`config.mk`:
```
export PLATFORM = sky130hd
export DESIGN_NAME = card_number_luhn_validator
export DESIGN_NICKNAME = d
export VERILOG_FILES = /design/src/hw/rtl/clv_pkg.sv /design/src/hw/rtl/clv_accum.sv /design/src/hw/rtl/clv_out_buf.sv /design/src/hw/rtl/card_number_luhn_validator.sv
export VERILOG_INCLUDE_DIRS = /design/src /design/src/hw/rtl
export SDC_FILE = /design/constraint.sdc
export NUM_CORES = 1
export LEC_CHECK = 0
export ABC_AREA = 1
export BUFFER_PORTS_ARGS = -buffer_cell sky130_fd_sc_hd__buf_4
export CORE_AREA = 3 3 80 90
export DETAILED_ROUTE_END_ITERATION = 8
export DIE_AREA = 0 0 83 93
export GPL_ROUTABILITY_DRIVEN = 0
export PLACE_DENSITY = 0.7
export SLEW_MARGIN = 30
export SYNTH_ARGS = -nofsm -noshare
export SYNTH_HDL_FRONTEND = slang
export SYNTH_SLANG_ARGS = --single-unit
```
`constraint.sdc`:
```
create_clock -name aclk -period 5.6 [get_ports aclk]
set_input_delay 0.84 -clock aclk [delete_from_list [all_inputs] [get_ports aclk]]
set_output_delay 0.84 -clock aclk [all_outputs]
set_load 0.005 [all_outputs]
```
`src/hw/rtl/card_number_luhn_validator_assert.svh`:
```
// Assertion helpers for the card number checker.
`ifndef CARD_NUMBER_LUHN_VALIDATOR_ASSERT_SVH
`define CARD_NUMBER_LUHN_VALIDATOR_ASSERT_SVH

`ifndef SYNTHESIS
// Checked only out of reset.
`define CLV_ASSERT_RST(lbl, clk, rstn, prop, msg) \
    lbl: assert property (@(posedge clk) disable iff (!rstn) prop) else $error(msg);
// Checked at every edge, reset included.
`define CLV_ASSERT_ANY(lbl, clk, prop, msg) \
    lbl: assert property (@(posedge clk) prop) else $error(msg);
`else
`define CLV_ASSERT_RST(lbl, clk, rstn, prop, msg)
`define CLV_ASSERT_ANY(lbl, clk, prop, msg)
`endif

`endif

```
`src/hw/rtl/clv_pkg.sv`:
```
`default_nettype none

package clv_pkg;

    localparam int CHAR_W  = 8;
    localparam int COUNT_W = 5;
    localparam int DIGIT_W = 4;
    localparam int CFG_IDX_W  = 2;
    localparam int CFG_DATA_W = 5;

    localparam logic [CHAR_W-1:0] CHAR_SPACE = 8'h20;
    localparam logic [CHAR_W-1:0] CHAR_ZERO  = 8'h30;
    localparam logic [CHAR_W-1:0] CHAR_NINE  = 8'h39;

    localparam logic [COUNT_W-1:0] COUNT_MAX = 5'd31;
    localparam logic [COUNT_W-1:0] MIN_DIGITS_RESET = 5'd13;
    localparam logic [COUNT_W-1:0] MAX_DIGITS_RESET = 5'd19;

    localparam logic [CFG_IDX_W-1:0] CFG_IDX_MIN = 2'd0;
    localparam logic [CFG_IDX_W-1:0] CFG_IDX_MAX = 2'd1;

    localparam logic [1:0] STATUS_OK       = 2'd0;
    localparam logic [1:0] STATUS_BAD_CHAR = 2'd1;
    localparam logic [1:0] STATUS_BAD_LEN  = 2'd2;
    localparam logic [1:0] STATUS_BAD_SUM  = 2'd3;

    localparam logic [2:0] CLASS_OTHER    = 3'd0;
    localparam logic [2:0] CLASS_FOUR     = 3'd1;
    localparam logic [2:0] CLASS_FIVE     = 3'd2;
    localparam logic [2:0] CLASS_SIX      = 3'd3;
    localparam logic [2:0] CLASS_THREE    = 3'd4;
    localparam logic [2:0] CLASS_THREE_47 = 3'd5;

    typedef struct packed {
        logic [COUNT_W-1:0] min_digits;
        logic [COUNT_W-1:0] max_digits;
    } cfg_t;

    // status sits in the low bits
    typedef struct packed {
        logic [COUNT_W-1:0] digit_total;
        logic [2:0]         prefix_class;
        logic [1:0]         status;
    } result_t;

    localparam int RESULT_W = $bits(result_t);

    function automatic logic [DIGIT_W-1:0] add_mod10(input logic [DIGIT_W-1:0] a,
                                                     input logic [DIGIT_W-1:0] b);
        logic [DIGIT_W:0] s;
        s = {1'b0, a} + {1'b0, b};
        return (s >= 5'd10) ? 4'(s - 5'd10) : s[DIGIT_W-1:0];
    endfunction

    function automatic logic [DIGIT_W-1:0] doubled(input logic [DIGIT_W-1:0] d);
        logic [DIGIT_W:0] t;
        t = {d, 1'b0};
        return (t > 5'd9) ? 4'(t - 5'd9) : t[DIGIT_W-1:0];
    endfunction

    function automatic logic [2:0] classify(input logic [DIGIT_W-1:0] first,
                                            input logic [DIGIT_W-1:0] second);
        logic [2:0] cls;
        case (first)
            4'd3:    cls = (second == 4'd4 || second == 4'd7) ? CLASS_THREE_47 : CLASS_THREE;
            4'd4:    cls = CLASS_FOUR;
            4'd5:    cls = CLASS_FIVE;
            4'd6:    cls = CLASS_SIX;
            default: cls = CLASS_OTHER;
        endcase
        return cls;
    endfunction

endpackage

`default_nettype wire

```
`src/hw/rtl/clv_accum.sv`:
```
`default_nettype none

// Running digit count, prefix digits and the two parity Luhn sums.
module clv_accum (
    input  wire logic                           aclk,
    input  wire logic                           aresetn,
    input  wire logic                           take,
    input  wire logic [clv_pkg::CHAR_W-1:0]     char_code,
    input  wire logic                           is_final,
    input  wire clv_pkg::cfg_t                  cfg,
    output logic                                push,
    output clv_pkg::result_t                    result
);

    logic [clv_pkg::COUNT_W-1:0] count_reg, count_next;
    logic [clv_pkg::DIGIT_W-1:0] sum_even_reg, sum_even_next;
    logic [clv_pkg::DIGIT_W-1:0] sum_odd_reg, sum_odd_next;
    logic [clv_pkg::DIGIT_W-1:0] first_reg, first_next;
    logic [clv_pkg::DIGIT_W-1:0] second_reg, second_next;
    logic                        bad_reg, bad_next;

    logic                        is_digit;
    logic [clv_pkg::DIGIT_W-1:0] d;

    assign is_digit = (char_code >= clv_pkg::CHAR_ZERO) && (char_code <= clv_pkg::CHAR_NINE);
    assign d        = char_code[clv_pkg::DIGIT_W-1:0];

    always_comb begin
        count_next    = count_reg;
        sum_even_next = sum_even_reg;
        sum_odd_next  = sum_odd_reg;
        first_next    = first_reg;
        second_next   = second_reg;
        bad_next      = bad_reg;
        if (is_digit) begin
            // a new digit flips the parity of what is still to come
            sum_even_next = clv_pkg::add_mod10(sum_odd_reg, d);
            sum_odd_next  = clv_pkg::add_mod10(sum_even_reg, clv_pkg::doubled(d));
            if (count_reg == '0) begin
                first_next = d;
            end
            if (count_reg == 5'd1) begin
                second_next = d;
            end
            if (count_reg != clv_pkg::COUNT_MAX) begin
                count_next = count_reg + 5'd1;
            end
        end else if (char_code != clv_pkg::CHAR_SPACE) begin
            bad_next = 1'b1;
        end
    end

    always_comb begin
        if (bad_next) begin
            result.status = clv_pkg::STATUS_BAD_CHAR;
        end else if (count_next < cfg.min_digits || count_next > cfg.max_digits) begin
            result.status = clv_pkg::STATUS_BAD_LEN;
        end else if (sum_even_next != '0) begin
            result.status = clv_pkg::STATUS_BAD_SUM;
        end else begin
            result.status = clv_pkg::STATUS_OK;
        end
        result.prefix_class = clv_pkg::classify(first_next, second_next);
        result.digit_total  = count_next;
    end

    assign push = take && is_final;

    always_ff @(posedge aclk) begin
        if (!aresetn || push) begin
            count_reg    <= '0;
            sum_even_reg <= '0;
            sum_odd_reg  <= '0;
            first_reg    <= '0;
            second_reg   <= '0;
            bad_reg      <= 1'b0;
        end else if (take) begin
            count_reg    <= count_next;
            sum_even_reg <= sum_even_next;
            sum_odd_reg  <= sum_odd_next;
            first_reg    <= first_next;
            second_reg   <= second_next;
            bad_reg      <= bad_next;
        end
    end

endmodule

`default_nettype wire

```
`src/hw/rtl/clv_out_buf.sv`:
```
`default_nettype none

`include "card_number_luhn_validator_assert.svh"

// Result register with a skid word behind it.
module clv_out_buf (
    input  wire logic                           aclk,
    input  wire logic                           aresetn,
    input  wire logic                           push,
    input  wire clv_pkg::result_t               push_word,
    output logic                                in_ready,
    output logic                                out_valid,
    input  wire logic                           out_ready,
    output clv_pkg::result_t                    out_word
);

    logic             main_valid_reg;
    logic             skid_valid_reg;
    clv_pkg::result_t main_reg;
    clv_pkg::result_t skid_reg;
    logic             pop;

    assign pop       = main_valid_reg && out_ready;
    assign in_ready  = !skid_valid_reg;
    assign out_valid = main_valid_reg;
    assign out_word  = main_reg;

    always_ff @(posedge aclk) begin
        if (!aresetn) begin
            main_valid_reg <= 1'b0;
            skid_valid_reg <= 1'b0;
        end else if (!main_valid_reg || pop) begin
            if (skid_valid_reg) begin
                main_valid_reg <= 1'b1;
                skid_valid_reg <= push;
            end else begin
                main_valid_reg <= push;
            end
        end else if (push) begin
            skid_valid_reg <= 1'b1;
        end
    end

    always_ff @(posedge aclk) begin
        if (!main_valid_reg || pop) begin
            if (skid_valid_reg) begin
                main_reg <= skid_reg;
                if (push) begin
                    skid_reg <= push_word;
                end
            end else if (push) begin
                main_reg <= push_word;
            end
        end else if (push) begin
            skid_reg <= push_word;
        end
    end

    `CLV_ASSERT_ANY(a_skid_behind_main, aclk, skid_valid_reg |-> main_valid_reg, "skid word without head word")
    `CLV_ASSERT_RST(a_no_push_when_full, aclk, aresetn, !(push && skid_valid_reg), "word pushed into full buffer")
    `CLV_ASSERT_RST(a_drain_empties, aclk, aresetn, (pop && !skid_valid_reg && !push) |=> !main_valid_reg, "buffer not empty after last word taken")
    `CLV_ASSERT_RST(a_skid_moves_up, aclk, aresetn, (pop && skid_valid_reg) |=> (main_valid_reg && main_reg == $past(skid_reg)), "skid word lost")

endmodule

`default_nettype wire

```
`src/hw/rtl/card_number_luhn_validator.sv`:
```
`default_nettype none

// A result word is registered into the head register, or the skid word behind a waiting result.
// Throughput: one character per cycle while s_tready is high; the sums are registered.
// A result may wait for m_tready while the next number streams in; input stalls
// only when two results are waiting (head register plus skid word).
// Reset (aresetn low, synchronous) clears all sums and counts, empties the output
// and sets min_digits to 13 and max_digits to 19.
module card_number_luhn_validator (
    input  wire logic                              aclk,
    input  wire logic                              aresetn,
    input  wire logic                              s_tvalid,
    output logic                                   s_tready,
    input  wire logic [7:0]                        s_tdata,   // [7:0] char_code
    input  wire logic                              s_tlast,   // is_final
    output logic                                   m_tvalid,
    input  wire logic                              m_tready,
    output logic [15:0]                            m_tdata,   // [1:0] status, [4:2] prefix_class,
                                                              // [9:5] digit_total, rest zero
    input  wire logic                              cfg_valid,
    output logic                                   cfg_ready,
    input  wire logic [clv_pkg::CFG_IDX_W-1:0]     cfg_index,
    input  wire logic [clv_pkg::CFG_DATA_W-1:0]    cfg_data
);

    clv_pkg::cfg_t    cfg_reg;
    clv_pkg::result_t result;
    clv_pkg::result_t out_word;
    logic             push;
    logic             take;

    assign cfg_ready = 1'b1;

    always_ff @(posedge aclk) begin
        if (!aresetn) begin
            cfg_reg.min_digits <= clv_pkg::MIN_DIGITS_RESET;
            cfg_reg.max_digits <= clv_pkg::MAX_DIGITS_RESET;
        end else if (cfg_valid) begin
            unique case (cfg_index)
                clv_pkg::CFG_IDX_MIN: cfg_reg.min_digits <= cfg_data;
                clv_pkg::CFG_IDX_MAX: cfg_reg.max_digits <= cfg_data;
                default: ;
            endcase
        end
    end

    assign take = s_tvalid && s_tready;

    clv_accum u_accum (
        .aclk      (aclk),
        .aresetn   (aresetn),
        .take      (take),
        .char_code (s_tdata),
        .is_final  (s_tlast),
        .cfg       (cfg_reg),
        .push      (push),
        .result    (result)
    );

    clv_out_buf u_out_buf (
        .aclk      (aclk),
        .aresetn   (aresetn),
        .push      (push),
        .push_word (result),
        .in_ready  (s_tready),
        .out_valid (m_tvalid),
        .out_ready (m_tready),
        .out_word  (out_word)
    );

    assign m_tdata = {(16 - clv_pkg::RESULT_W)'(0), out_word};

endmodule

`default_nettype wire
```
==> After elaboration in Yosys (flattened, before gate mapping) <==
Index checks and enable logic that the tools add are counted.
W data, S select, Z words.
{ "word_totals": {"reg_bits": 54, "wordCells": 86, "inputBits": 21, "out_inout_bits": 19} }
{ "op_classes": {"order_cmp": 7, "mux": 26, "n_addsub": 6, "reduce_logical": 20, "n_eq_ne": 11} }
{ "op_table": {"columns": ["op", "count"], "rows": [
  ["$mux W10", 5],
  ["$mux W4", 8],
  ["$eq A4 B3 Y1 const B", 5],
  ["$pmux W3 S4", 1],
  ["$sub A4 B4 Y4 const B", 3],
  ["$add A4 B4 Y5", 2],
  ["$ge A5 B4 Y1 const B", 2],
  ["$mux W5", 2],
  ["$ge A8 B6 Y1 const B", 1],
  ["$le A8 B6 Y1 const B", 1],
  ["$ne A8 B6 Y1 const B", 1],
  ["$reduce_and A2 Y1", 4],
  ["$mux W1", 7],
  ["$mux W2", 3],
  ["$add A5 B1 Y5 const B", 1],
  ["$eq A5 B1 Y1 const B", 1],
  ["$gt A5 B4 Y1 const B", 1],
  ["$gt A5 B5 Y1", 1],
  ["$logic_not A5 Y1", 1],
  ["$lt A5 B5 Y1", 1],
  ["$ne A5 B5 Y1 const B", 1],
  ["$eq A4 B2 Y1 const B", 1],
  ["$logic_and A1 B1 Y1", 4],
  ["$logic_or A1 B1 Y1", 4],
  ["6 further kinds", 9]
]} }

==> Longest topological paths before layout <==
{ "depth": {"depth_word": 11, "ltp_mapped": 21, "mapped_depth_nobuf": 21} }

==> By module <==
Synthesis repeated with hierarchy kept, for this count alone.
{ "hier_totals": {"hier_cells": 434, "hier_area_um2": 3323.2} }
{ "modules_own_cells": {"columns": ["mod", "n_inst", "area_each_um2", "seq_area_each_um2", "cells_per_inst"], "rows": [
  ["clv_accum", 1, 2000.7, 440.4, 302],
  ["clv_out_buf", 1, 833.3, 640.6, 67],
  ["card_number_luhn_validator", 1, 489.2, 200.2, 65]
]} }

==> Least setup slack after synthesis <==
Ideal clock, no wire load.
{ "synth_timing": {"path_kind": "input-to-reg", "from": "in s_tdata[0]", "to": "reg u_accum.sum_odd_reg[1] in the netlist's numbering", "n_path_buf": 0, "path_stages": 20, "setup_slack_ns": 2.422, "arrival_time_ns": 3.122, "required_ns": 5.544, "setup_time_ns": 0.056, "cell_sequence": "inv_1 > ha_1 > o21bai_1 > xor2_1 > inv_1 > fa_1 > nor2_1 > inv_1 > nand2_1 > ha_1 > inv_1 > a31oi_1 > inv_1 > nand2_1 > nand2_1 > inv_1 > nor2_1 > o21ai_0 > nand2_1 > inv_1"} }
{ "synth_between": {"elab_chain_cells": 5, "word_cells_on_any_way": 11, "classes_between": "add/sub: 3; order compare: 4; mux: 2; reduce/logical: 2"} }
{ "synth_lines": {"columns": ["item", "line", "text"], "rows": [
  ["start: declaration", "card_number_luhn_validator.sv:14", "input wire logic [7:0] s_tdata,"],
  ["$sub A4 B4 Y4 or $gt A5 B4 Y1 (tied branches)", "clv_pkg.sv:58", "return (t > 5'd9) ? 4'(t - 5'd9) : t[DIGIT_W-1:0];"],
  ["$mux W4", "clv_pkg.sv:58", null],
  ["$add A4 B4 Y5", "clv_pkg.sv:51", "s = {1'b0, a} + {1'b0, b};"],
  ["$sub A4 B4 Y4 or $ge A5 B4 Y1 (tied branches)", "clv_pkg.sv:52", "return (s >= 5'd10) ? 4'(s - 5'd10) : s[DIGIT_W-1:0];"],
  ["$mux W4", "clv_pkg.sv:52", null],
  ["end signal: assignment", "clv_accum.sv:80", "sum_odd_reg <= sum_odd_next;"],
  ["end: declaration", "clv_accum.sv:17", "logic [clv_pkg::DIGIT_W-1:0] sum_odd_reg, sum_odd_next;"]
]} }
Parallel ways exist; a longest one is shown, timed or not.
A chain may end at the register's enable or synchronous reset.

==> results.json <==
{
  "drive_gt1_share_pct": 14.6,
  "grt_antenna_before_repair": 0,
  "ys_ff_latch": 54,
  "final_cells": 527,
  "setup_ws_ns": 2.27,
  "via_count": 2635,
  "dpl.hpwl_mm": 5.30,
  "status": "finished, final reports clean",
  "start_kind": "input port",
  "dp_cells": 519,
  "detail_route.iter0.violations": 147,
  "yosysWarnings": 0,
  "post-route-min-period_ns": 3.33,
  "core_um2": 6440,
  "fin_crit_sh_pct": 59.5,
  "startpoint": "s_tdata[1]",
  "avgSynthCellArea_um2": 7.84,
  "io_pins": 40,
  "worstHoldPathType": "register to register",
  "grt_pass1_vias": 2479,
  "htree_levels": 2,
  "die_width_um": 83,
  "firstDrtPassIters": 5,
  "setup-violations-final": 0,
  "postSynth.asyncResetShare_pct": 0,
  "grt_pass1_wl_mm": 11.2,
  "slew_violations": 0,
  "wire_per_inst_um": 12.7,
  "clockRootBuffer": "clkbuf_8",
  "fp-row-count": 31,
  "p_per_area_nw_per_um2": 215,
  "synthesis.instances": 413,
  "die_area_um2": 7720,
  "routed_wl_mm": 6.69,
  "yosysUniqueCellTypes": 44,
  "hold_buffers": 0,
  "r2r_end": "u_out_buf.out_word[1]",
  "drtAntennaViolNets": 0,
  "cts_tree": "yes",
  "globalRouteTotalUtil_pct": 17.6,
  "seq_area_frac_synth_pct": 39.6,
  "avgViaCountPerCell": 5.00,
  "diodes": 0,
  "rsz0062_at_grt": "false",
  "cp.required_ns": 5.67,
  "slew_headroom_pct": 45.9,
  "final-hold-violation-count": 0,
  "drc": 0,
  "vdd_drop_max_v": 0.000132,
  "clock_skew_ns": 0.00551,
  "r2r_cells": 15,
  "synthFlopType": "dfxtp_1",
  "overflow": 0,
  "cp-end-kind": "register",
  "synth_edf_count": 20,
  "worstSetupEndpoint": "u_out_buf.out_word[1]",
  "syn_to_final_growth_pct": 11.7,
  "cp_max_fo": 5,
  "cts_resized": 0,
  "grt_max_degree": 18,
  "worstSetupPathType": "input port to register",
  "ff2ff_setup_slack_ns": 2.65,
  "cts_buffers": 5,
  "finalSetupTns_ns": 0,
  "dp_slack_ns": 1.96,
  "fillCellCount": 630,
  "fin_nets": 492,
  "clock_latency_ns": 0.31,
  "clock.fmax_mhz": 300,
  "cts_buffer_depth": 2,
  "die_h_um": 93,
  "port_buffers": 32,
  "worst_slew_pin_slew_ns": 0.809,
  "start_util_pct": 50.3,
  "path_clk_slew_ns": 0.10,
  "cts_setup_buffers": 0,
  "cts_num_sinks": 54,
  "worstPathArrival_ns": 3.40,
  "syn_area_um2": 3240,
  "p_leak_nw": 1.74,
  "crit-reg2reg-launch": "u_accum.count_reg[0]",
  "drv_cap": 0
}
==> cell type report <==
type,count,area (um^2),area share [%]
Multi-Input combinational cell,280,1630,45.1
Sequential cell,54,1280,35.4
Clock inverter,2,12.5,0.346
Inverter,71,267,7.37
Tap cell,82,103,2.84
Timing Repair Buffer,32,240,6.64
Clock buffer,6,82.6,2.28
==> Yosys cell counts, drive strengths merged, types with 2 or more instances <==
| cell | count | area share (%) |
|---|---|---|
| o211ai | 8 | 1.9 |
| nand2 | 93 | 11 |
| nor2 | 28 | 4.4 |
| nand3 | 25 | 4.2 |
| nor3 | 5 | 1.1 |
| inv | 71 | 8.2 |
| xor2 | 3 | 0.81 |
| dfxtp | 34 | 21 |
| conb | 2 | 0.23 |
| o21ai | 34 | 5.6 |
| a31oi | 2 | 0.39 |
| edfxtp | 20 | 19 |
| o21bai | 2 | 0.46 |
| ha | 25 | 9.7 |
| fa | 2 | 1.2 |
| buf | 9 | 1.9 |
| clkbuf | 4 | 0.46 |
| a21oi | 32 | 5.2 |
==> per-layer routing <==
metal	track usage [%]	wire, um	vias to the layer above
met5	0	0	-
li1	-	-	1395
met4	4.63	88	0
met3	3.08	253	8
met2	32.4	3360	47
met1	21.1	2990	1185
==> placed cells by master (no fill, tap or decap), drive strengths merged, types with 7 or more instances in the layout <==
| cell | n |
|---|---|
| nor2 | 28 |
| nand2 | 93 |
| nand3 | 25 |
| conb | 7 |
| dfxtp | 34 |
| ha | 25 |
| inv | 71 |
| edfxtp | 20 |
| o211ai | 8 |
| o21ai | 34 |
| buf | 32 |
| a21oi | 32 |
==> stage by stage <==
stage                     power [W]  hold slack (ns)  utilization [%]  cell area [um^2]
after floorplan            0.000523            0.430                -              3260
after global placement     0.000558            0.452             54.7              3520
after detailed placement   0.000562            0.458             54.7              3520
after CTS                  0.000787            0.472             56.2              3620
after global routing       0.000818            0.485             56.2              3620
final                      0.000779            0.474             56.2              3620
==> power by group <==
group	total, W	switching (W)	internal (W)
sequential	0.000427	0.00000672	0.000421
clock	0.000227	0.000127	0.0000999
combinational	0.000125	0.0000771	0.0000481
==> worst min-delay path by stage <==
stage	slack, ns	cells past startpoint	start	to
6_report	0.47	2	u_accum.sum_odd_reg[3]	u_accum.sum_odd_reg[3]
2_1_floorplan	0.43	2	cfg_reg[5]	cfg_reg[5]
4_1_cts	0.47	2	cfg_reg[3]	cfg_reg[3]
5_1_grt	0.49	2	cfg_reg[2]	cfg_reg[2]
3_5_place_dp	0.46	2	cfg_reg[3]	cfg_reg[3]
3_3_place_gp	0.45	2	cfg_reg[5]	cfg_reg[5]
==> cell families after synthesis <==
kind of cell               count (synthesis)  share of synthesized area, %
and+or+nand+nor                          156                          22.1
other                                      2                         0.232
xor gates and xnor gates                   4                          1.08
muxes                                      1                         0.309
adders and majority gates                 27                          10.9
buffers and inverters                     84                          10.6
AOI/OAI and AO/OA                         85                          15.2
DFF                                       54                          39.6
==> worst max-delay path: stages <==
cell and delay (ns):
buf_4 0.14, inv_1 0.13, ha_1 0.26, o21ai_2 0.07
nand2_2 0.09, nand3_1 0.15, o21ai_0 0.40, inv_1 0.15
ha_1 0.32, a21oi_1 0.15, o21ai_0 0.08, a2bb2oi_1 0.14
a21oi_1 0.21, nand3_1 0.13, nand3_1 0.10, nand2_1 0.05
No activity file was read; power rests on OpenSTA's default activity.
